<file path="config.mk">
export PLATFORM = sky130hd
export DESIGN_NAME = buffered_decimal_text_output_unit
export DESIGN_NICKNAME = d
export VERILOG_FILES = /design/src/rtl/bdto_pkg.sv /design/src/rtl/bdto_ctrl.sv /design/src/rtl/bdto_dp.sv /design/src/rtl/buffered_decimal_text_output_unit.sv
export SDC_FILE = /design/constraint.sdc
export NUM_CORES = 2
export LEC_CHECK = 0
export BUFFER_PORTS_ARGS = -buffer_cell sky130_fd_sc_hd__buf_2
export CORE_ASPECT_RATIO = 1.5
export CORE_MARGIN = 2
export CORE_UTILIZATION = 50
export CTS_BUF_LIST = sky130_fd_sc_hd__clkbuf_16
export CTS_CLUSTER_DIAMETER = 80
export DETAILED_ROUTE_END_ITERATION = 7
export PLACE_DENSITY = 0.65
export REMOVE_ABC_BUFFERS = 1
export SYNTH_ARGS = -nofsm -noshare
export SYNTH_HDL_FRONTEND = slang
export SYNTH_SLANG_ARGS = --single-unit
export TNS_END_PERCENT = 20
</file>
<file path="constraint.sdc">
create_clock -name clk -period 21.4 [get_ports clk]
set_input_delay 1.07 -clock clk [delete_from_list [all_inputs] [get_ports clk]]
set_output_delay 1.07 -clock clk [all_outputs]
set_load 0.005 [all_outputs]
</file>
<file path="src/rtl/bdto_pkg.sv">
// Shared types, codes and the binary-to-BCD step for the decimal text output unit.
package bdto_pkg;

  localparam int unsigned NUM_DIGITS = 10;
  localparam int unsigned DIGIT_SEL_W = $clog2(NUM_DIGITS);
  localparam int unsigned BCD_W = 4 * NUM_DIGITS;
  localparam int unsigned VALUE_W = 32;
  localparam int unsigned BITS_PER_STEP = 4;
  localparam int unsigned CONV_STEPS = VALUE_W / BITS_PER_STEP;
  localparam int unsigned STEP_W = $clog2(CONV_STEPS);

  localparam logic [7:0] ASCII_ZERO = 8'd48;
  localparam logic [VALUE_W-1:0] TWO_DIGIT_MAX = 32'd99;
  localparam logic [VALUE_W-1:0] THREE_DIGIT_MAX = 32'd999;

  // First (highest) digit index written for each number format (digits go out MS first).
  localparam logic [DIGIT_SEL_W-1:0] TOP_DIG_TWO = 4'd1;
  localparam logic [DIGIT_SEL_W-1:0] TOP_DIG_THREE = 4'd2;
  localparam logic [DIGIT_SEL_W-1:0] TOP_DIG_TEN = 4'd9;

  localparam logic [2:0] MODE_BYTE = 3'd0;
  localparam logic [2:0] MODE_NUM2 = 3'd1;
  localparam logic [2:0] MODE_NUM3 = 3'd2;
  localparam logic [2:0] MODE_NUM10 = 3'd3;
  localparam logic [2:0] MODE_SEND = 3'd4;

  typedef enum logic [1:0] {
    ST_IDLE,
    ST_CONV,
    ST_WRITE,
    ST_SEND
  } bdto_state_t;

  typedef struct packed {
    logic                   load_value;
    logic                   conv_step;
    logic                   wr_raw;
    logic                   wr_digit;
    logic [DIGIT_SEL_W-1:0] digit_sel;
    logic                   rd_send;
    logic                   load_out;
    logic                   clr_idx;
  } bdto_cmd_t;

  typedef struct packed {
    logic send_avail;
    logic out_free;
    logic le_two;
    logic le_three;
  } bdto_stat_t;

  // Four shift-and-add-3 iterations of double dabble on {bcd, bin}.
  function automatic logic [BCD_W+VALUE_W-1:0] dd_step(input logic [BCD_W+VALUE_W-1:0] s);
    logic [BCD_W+VALUE_W-1:0] t;
    t = s;
    for (int b = 0; b < BITS_PER_STEP; b++) begin
      for (int d = 0; d < NUM_DIGITS; d++) begin
        if (t[VALUE_W + 4*d +: 4] >= 4'd5) begin
          t[VALUE_W + 4*d +: 4] = t[VALUE_W + 4*d +: 4] + 4'd3;
        end
      end
      t = {t[BCD_W+VALUE_W-2:0], 1'b0};
    end
    return t;
  endfunction

endpackage

</file>
<file path="src/rtl/bdto_ctrl.sv">
// Sequencer: decodes items and steps conversion, digit writes and sends.
module bdto_ctrl (
  input  logic                clk,
  input  logic                rst_n,
  input  logic                in_tvalid,
  output logic                in_tready,
  input  logic [2:0]          in_mode,
  input  bdto_pkg::bdto_stat_t stat,
  output bdto_pkg::bdto_cmd_t  cmd
);
  import bdto_pkg::*;

  bdto_state_t state_r, state_nxt;
  logic [STEP_W-1:0] step_r, step_nxt;
  logic [DIGIT_SEL_W-1:0] dig_r, dig_nxt;

  always_ff @(posedge clk) begin
    if (!rst_n) begin
      state_r <= ST_IDLE;
      step_r  <= '0;
      dig_r   <= '0;
    end else begin
      state_r <= state_nxt;
      step_r  <= step_nxt;
      dig_r   <= dig_nxt;
    end
  end

  always_comb begin
    state_nxt = state_r;
    step_nxt  = step_r;
    dig_nxt   = dig_r;
    cmd       = '0;
    cmd.digit_sel = dig_r;
    in_tready = 1'b0;
    unique case (state_r)
      ST_IDLE: begin
        in_tready = 1'b1;
        if (in_tvalid) begin
          unique case (in_mode)
            MODE_BYTE: cmd.wr_raw = 1'b1;
            MODE_NUM2: begin
              if (stat.le_two) begin
                cmd.load_value = 1'b1;
                step_nxt  = '0;
                dig_nxt   = TOP_DIG_TWO;
                state_nxt = ST_CONV;
              end
            end
            MODE_NUM3: begin
              if (stat.le_three) begin
                cmd.load_value = 1'b1;
                step_nxt  = '0;
                dig_nxt   = TOP_DIG_THREE;
                state_nxt = ST_CONV;
              end
            end
            MODE_NUM10: begin
              cmd.load_value = 1'b1;
              step_nxt  = '0;
              dig_nxt   = TOP_DIG_TEN;
              state_nxt = ST_CONV;
            end
            MODE_SEND: begin
              if (stat.send_avail) begin
                cmd.rd_send = 1'b1;
                state_nxt   = ST_SEND;
              end else begin
                cmd.clr_idx = 1'b1;
              end
            end
            default: ;
          endcase
        end
      end
      ST_CONV: begin
        cmd.conv_step = 1'b1;
        step_nxt = step_r + 1'b1;
        if (step_r == STEP_W'(CONV_STEPS - 1)) begin
          state_nxt = ST_WRITE;
        end
      end
      ST_WRITE: begin
        cmd.wr_digit = 1'b1;
        if (dig_r == '0) begin
          state_nxt = ST_IDLE;
        end else begin
          dig_nxt = dig_r - 1'b1;
        end
      end
      ST_SEND: begin
        if (stat.out_free) begin
          cmd.load_out = 1'b1;
          state_nxt    = ST_IDLE;
        end
      end
      default: state_nxt = ST_IDLE;
    endcase
  end

  a_conv_to_write: assert property (@(posedge clk) disable iff (!rst_n)
    state_r == ST_CONV |=> state_r == ST_CONV || state_r == ST_WRITE)
    else $error("conversion left to an unexpected state");

  a_no_rw_clash: assert property (@(posedge clk) disable iff (!rst_n)
    $onehot0({cmd.wr_raw, cmd.wr_digit, cmd.rd_send, cmd.clr_idx}))
    else $error("store write and send issued together");

  a_write_ends_idle: assert property (@(posedge clk) disable iff (!rst_n)
    state_r == ST_WRITE && dig_r == '0 |=> state_r == ST_IDLE)
    else $error("digit writes did not end after the lowest digit");

endmodule

</file>
<file path="src/rtl/bdto_dp.sv">
// Datapath: BCD converter, text store, fill/send indices and output register.
module bdto_dp #(
  parameter int unsigned BUFFER_DEPTH = 512
) (
  input  logic                  clk,
  input  logic                  rst_n,
  input  logic [31:0]           in_value,
  input  bdto_pkg::bdto_cmd_t   cmd,
  output bdto_pkg::bdto_stat_t  stat,
  output logic                  out_tvalid,
  input  logic                  out_tready,
  output logic [7:0]            out_tdata,
  output logic                  out_tlast
);
  import bdto_pkg::*;

  localparam int unsigned AW = $clog2(BUFFER_DEPTH);
  localparam int unsigned IW = $clog2(BUFFER_DEPTH + 1);

  logic [7:0] store_r [BUFFER_DEPTH];
  logic [7:0] rd_data_r;
  logic       rd_last_r, rd_last_nxt;

  logic [IW-1:0] fill_r, fill_nxt;
  logic [IW-1:0] send_r, send_nxt;
  logic [IW-1:0] send_inc;

  logic [BCD_W+VALUE_W-1:0] conv_r, conv_nxt;
  logic [3:0] digit;
  logic [7:0] wr_data;
  logic       wr_en;

  logic       out_valid_r, out_valid_nxt;
  logic [7:0] out_data_r;
  logic       out_last_r;

  assign digit   = conv_r[VALUE_W + 4*cmd.digit_sel +: 4];
  assign wr_data = cmd.wr_raw ? in_value[7:0] : (ASCII_ZERO + {4'd0, digit});
  assign wr_en   = (cmd.wr_raw || cmd.wr_digit) && (fill_r < IW'(BUFFER_DEPTH));
  assign send_inc = send_r + 1'b1;

  assign stat.send_avail = send_r < fill_r;
  assign stat.out_free   = !out_valid_r || out_tready;
  assign stat.le_two     = in_value <= TWO_DIGIT_MAX;
  assign stat.le_three   = in_value <= THREE_DIGIT_MAX;

  always_comb begin
    fill_nxt    = fill_r;
    send_nxt    = send_r;
    rd_last_nxt = rd_last_r;
    if (wr_en) begin
      fill_nxt = fill_r + 1'b1;
    end
    if (cmd.rd_send) begin
      rd_last_nxt = send_inc >= fill_r;
      if (send_inc >= fill_r) begin
        send_nxt = '0;
        fill_nxt = '0;
      end else begin
        send_nxt = send_inc;
      end
    end
    if (cmd.clr_idx) begin
      send_nxt = '0;
      fill_nxt = '0;
    end
  end

  always_comb begin
    conv_nxt = conv_r;
    if (cmd.load_value) begin
      conv_nxt = {{BCD_W{1'b0}}, in_value};
    end else if (cmd.conv_step) begin
      conv_nxt = dd_step(conv_r);
    end
  end

  always_comb begin
    out_valid_nxt = out_valid_r;
    if (cmd.load_out) begin
      out_valid_nxt = 1'b1;
    end else if (out_tready) begin
      out_valid_nxt = 1'b0;
    end
  end

  always_ff @(posedge clk) begin
    if (!rst_n) begin
      fill_r      <= '0;
      send_r      <= '0;
      out_valid_r <= 1'b0;
    end else begin
      fill_r      <= fill_nxt;
      send_r      <= send_nxt;
      out_valid_r <= out_valid_nxt;
    end
  end

  always_ff @(posedge clk) begin
    conv_r    <= conv_nxt;
    rd_last_r <= rd_last_nxt;
    if (cmd.load_out) begin
      out_data_r <= rd_data_r;
      out_last_r <= rd_last_r;
    end
  end

  // text store: one write port, one registered read port
  always_ff @(posedge clk) begin
    if (wr_en) begin
      store_r[fill_r[AW-1:0]] <= wr_data;
    end
  end

  always_ff @(posedge clk) begin
    if (cmd.rd_send) begin
      rd_data_r <= store_r[send_r[AW-1:0]];
    end
  end

  assign out_tvalid = out_valid_r;
  assign out_tdata  = out_data_r;
  assign out_tlast  = out_last_r;

  a_idx_order: assert property (@(posedge clk) disable iff (!rst_n)
    (send_r < fill_r) || (send_r == '0 && fill_r == '0))
    else $error("send index ran past fill index");

  a_fill_bound: assert property (@(posedge clk) disable iff (!rst_n)
    fill_r <= IW'(BUFFER_DEPTH))
    else $error("fill index beyond store depth");

  a_fill_mono: assert property (@(posedge clk) disable iff (!rst_n)
    $past(rst_n) |-> (fill_r >= $past(fill_r)) || (fill_r == '0))
    else $error("fill index dropped without a reset to zero");

endmodule

</file>
<file path="src/rtl/buffered_decimal_text_output_unit.sv">
// Sequence: a raw byte is stored in the accept cycle; a number runs the conversion
// steps, then writes its digits MS first, before the next input word is taken.
// A send word reads the store into the read register and loads it into the output
// register once free; the next word is taken while that result waits to be drained.
// Reset (rst_n low, synchronous) empties the store indices and the output register;
// store contents are not cleared and no clearing pass runs.
module buffered_decimal_text_output_unit #(
  parameter int unsigned BUFFER_DEPTH = 512
) (
  input  logic        clk,
  input  logic        rst_n,
  input  logic        in_tvalid,
  output logic        in_tready,
  input  logic [31:0] in_tdata,   // [31:0] value
  input  logic [2:0]  in_tuser,   // [2:0] mode
  output logic        out_tvalid,
  input  logic        out_tready,
  output logic [7:0]  out_tdata,  // [7:0] tx_byte
  output logic        out_tlast   // last_of_run
);
  import bdto_pkg::*;

  bdto_cmd_t  cmd;
  bdto_stat_t stat;

  bdto_ctrl u_ctrl (
    .clk       (clk),
    .rst_n     (rst_n),
    .in_tvalid (in_tvalid),
    .in_tready (in_tready),
    .in_mode   (in_tuser),
    .stat      (stat),
    .cmd       (cmd)
  );

  bdto_dp #(
    .BUFFER_DEPTH (BUFFER_DEPTH)
  ) u_dp (
    .clk        (clk),
    .rst_n      (rst_n),
    .in_value   (in_tdata),
    .cmd        (cmd),
    .stat       (stat),
    .out_tvalid (out_tvalid),
    .out_tready (out_tready),
    .out_tdata  (out_tdata),
    .out_tlast  (out_tlast)
  );

endmodule
</file>
==> flow_summary.json <==
{
  "status": "finished, final reports clean",
  "design_area_um2": 186000,
  "ys_ff_latch": 4216,
  "reg2reg_to": "u_dp.rd_data_r[4]",
  "ys_seq_area_share_pct": 74.9,
  "max-cap-violations": 0,
  "cts.path.max_buffers": 4,
  "synthArstFlopShare_pct": 0,
  "grt_pass1_vias": 82900,
  "die_area_um2": 341000,
  "synth_area_um2": 168000,
  "synth_ff_type": "edfxtp_1",
  "clock-sinks": 4216,
  "h-tree-depth": 5,
  "post_cts_resized": 0,
  "drive_gt1_share_pct": 25.2,
  "ioPinCount": 50,
  "root_buffer": "clkbuf_16",
  "cp_max_fo": 136,
  "rrSetupSlack_ns": 14.57,
  "via_count": 80200,
  "die_h_um": 714,
  "finClkSkew_ns": 0.0477,
  "power_density_nw_per_um2": 106,
  "max_freq_ghz": 0.146,
  "cp-start-kind": "flip-flop",
  "clock_latency_ns": 0.96,
  "hold_viol": 0,
  "irDropWorstVdd_mv": 0.135,
  "placedInstanceArea_um2": 173000,
  "drv_slew": 0,
  "grt_overflow_total": 0,
  "antenna_found_initial": 10,
  "hpwl_mm": 238,
  "wl_mm": 396,
  "relSlewSlack_pct": 8.20,
  "die_w_um": 477,
  "ant_nets": 0,
  "core_area_um2": 334000,
  "fin_nets": 8151,
  "syn2layout_area_growth_pct": 10.6,
  "cts_setup_buffers": 0,
  "firstDrtPassIters": 6,
  "reg2reg_depth": 12,
  "drt_iter0_markers": 8766,
  "wl_per_cell_um": 30.9,
  "layout_setup_ws_ns": 14.57,
  "via_per_inst": 6.26,
  "cts_tree": "done",
  "synthCells": 7948,
  "rsz0062_at_grt": "no",
  "tightest_slew_ns": 1.38,
  "worst_ep_arrival_time_ns": 7.47,
  "num_rows": 260,
  "synth_cell_types": 94,
  "fin_crit_sh_pct": 31.9,
  "grt_pass1_wl_mm": 577,
  "port_buffers": 49,
  "hp-start": "in_tdata[27]",
  "cp_data_required_time_ns": 22.04,
  "synth_edf_count": 4146,
  "finalSetupViolCount": 0,
  "period_needed_ns": 6.83,
  "whs_path_depth": 3,
  "leakagePower_nw": 57.6,
  "numCtsBuffers": 385,
  "worst_hold_slack_ns": 0.434,
  "hold_class": "in2reg",
  "route.detailed.drc": 0,
  "r2r-start": "u_dp.send_r[1]",
  "start_util_pct": 50.3,
  "cts_hold_buffers": 0,
  "place_congestion": 0.850,
  "holdPathEnd": "u_dp.conv_r[27]",
  "grt_max_degree": 225,
  "clk_pin_slew_ns": 0.07,
  "track_usage_pct": 23.1,
  "yosysWarnings": 0,
  "worstSetupPathType": "reg2reg",
  "cp-end-kind": "flip-flop",
  "post-place-ws_ns": 14.38,
  "syn_avg_cell_area_um2": 21.1
}
==> through the flow <==
step	utilization [%]	TNS, ns	instances	total power, mW
2_1_floorplan	-	-937.61	7484	12.4
3_3_place_gp	51.8	0	12100	12.8
3_5_place_dp	51.9	0	12100	13.0
4_1_cts	55.6	0	12800	19.9
5_1_grt	55.6	0	12800	20.5
6_report	55.6	0	12800	19.8
==> registers in the layout, indices dropped and copies added (netlist names) <==
register and flops:
u_dp.out_tlast 1, u_dp.out_tvalid 1, u_dp.out_tdata 8, u_dp.fill_r 10, u_ctrl.state_r 2, u_dp.send_r 10
u_dp.store_r 4096, u_dp.rd_data_r 8, u_dp.conv_r 72, u_ctrl.step_r 3, u_ctrl.dig_r 4, u_dp.rd_last_r 1
==> layout make-up <==
| cell class | count | area (um^2) |
|---|---|---|
| diodes | 3 | 7.51 |
| clock buffers | 396 | 9910 |
| clock inverters | 297 | 2600 |
| fillers | 24600 | 149000 |
| inverters | 80 | 300 |
| multi-input cells | 3188 | 40200 |
| flip-flops and latches | 4216 | 126000 |
| well taps | 4454 | 5570 |
| repair buffers | 173 | 1430 |
==> placed cells by master (no fill, tap or decap), types with 13 or more instances in the layout <==
cell / Yosys / layout
a211o_1: 13 / 13
a211oi_1: 26 / 26
a21oi_1: 114 / 110
a221oi_1: 19 / 19
a22o_1: 48 / 48
a22oi_1: 97 / 97
a31oi_1: 17 / 17
and2_1: 15 / 14
buf_12: 0 / 20
buf_2: 132 / 49
buf_4: 16 / 104
bufinv_16: 0 / 45
clkbuf_16: 0 / 396
clkinv_1: 0 / 83
clkinv_2: 0 / 61
clkinv_4: 0 / 13
clkinvlp_4: 0 / 21
dfxtp_1: 70 / 65
edfxtp_1: 4146 / 4146
ha_1: 68 / 68
inv_1: 76 / 142
mux2i_1: 31 / 31
mux4_2: 1288 / 1288
nand2_1: 230 / 230
nand2b_1: 35 / 35
nand3_1: 55 / 39
nand3_4: 0 / 16
nor2_1: 631 / 624
nor2b_1: 16 / 13
nor3_1: 53 / 50
nor4_1: 13 / 13
o211ai_1: 15 / 15
o21a_1: 27 / 23
o21ai_0: 94 / 91
o21ai_1: 14 / 17
o21bai_1: 21 / 21
o22ai_1: 24 / 24
or3_1: 13 / 13
xnor2_1: 19 / 19
==> cell families (layout without fill, tap and decap cells) <==
kind of cell	count (synthesis)	after routing	share of synthesized area (%)
compound gates	634	634	2.68
fa+ha+maj	68	68	0.506
xor+xnor	23	23	0.120
buf+inv	544	946	1.38
other cells	0	3	0
mux	1327	1327	17.5
flops	4216	4216	74.9
simple gates	1136	1136	2.90
==> layer usage <==
layer	track usage (%)	up-vias	routed length, um
met2	41.3	2934	212000
met4	8.65	0	16200
met5	0	-	0
met1	28.8	43100	146000
met3	2.99	676	22600
li1	-	33500	-
==> critical path, cell delays in order, from the launching register on <==
cell     delay [ns]
dfxtp_4        0.81
buf_4          0.82
buf_12         0.68
buf_4          0.78
buf_4          0.84
mux4_2         0.42
mux4_2         0.49
a22oi_1        0.64
a21oi_1        0.19
a21oi_1        0.28
nor2_1         0.10
nor3_1         0.26
a21oi_1        0.10
==> where the power goes <==
part           switching (mW)  total, mW  internal [mW]
sequential             0.0903       9.78           9.69
clock                    3.01       6.90           3.90
combinational            2.07       3.10           1.03
==> Yosys cell counts, types with 27 or more instances <==
cell / n / share of area (%)
edfxtp_1: 4146 / 74
a22oi_1: 97 / 0.43
mux2i_1: 31 / 0.18
dfxtp_1: 70 / 0.83
a22o_1: 48 / 0.25
nor3_1: 53 / 0.16
buf_1: 47 / 0.10
mux4_2: 1288 / 17
buf_2: 132 / 0.39
ha_1: 68 / 0.51
nand2_1: 230 / 0.51
a21oi_1: 114 / 0.34
inv_1: 76 / 0.17
o21a_1: 27 / 0.12
nand3_1: 55 / 0.16
o21ai_0: 94 / 0.28
nor2_1: 631 / 1.4
nand2b_1: 35 / 0.13
clkbuf_1: 262 / 0.59
==> how the worst max path moves through the flow <==
| stage | from | endpoint | cells after the start |
|---|---|---|---|
| 3_5_place_dp | u_dp.send_r[1] | u_dp.rd_data_r[5] | 12 |
| 2_1_floorplan | u_dp.send_r[0] | u_dp.send_r[4] | 12 |
| 5_1_grt | u_dp.send_r[0] | u_dp.rd_data_r[3] | 10 |
| 3_3_place_gp | u_dp.send_r[1] | u_dp.rd_data_r[5] | 12 |
| 4_1_cts | u_dp.send_r[1] | u_dp.rd_data_r[5] | 12 |
| 6_report | u_dp.send_r[1] | u_dp.rd_data_r[4] | 12 |
Note: power is estimated with default switching activity, not from simulation.
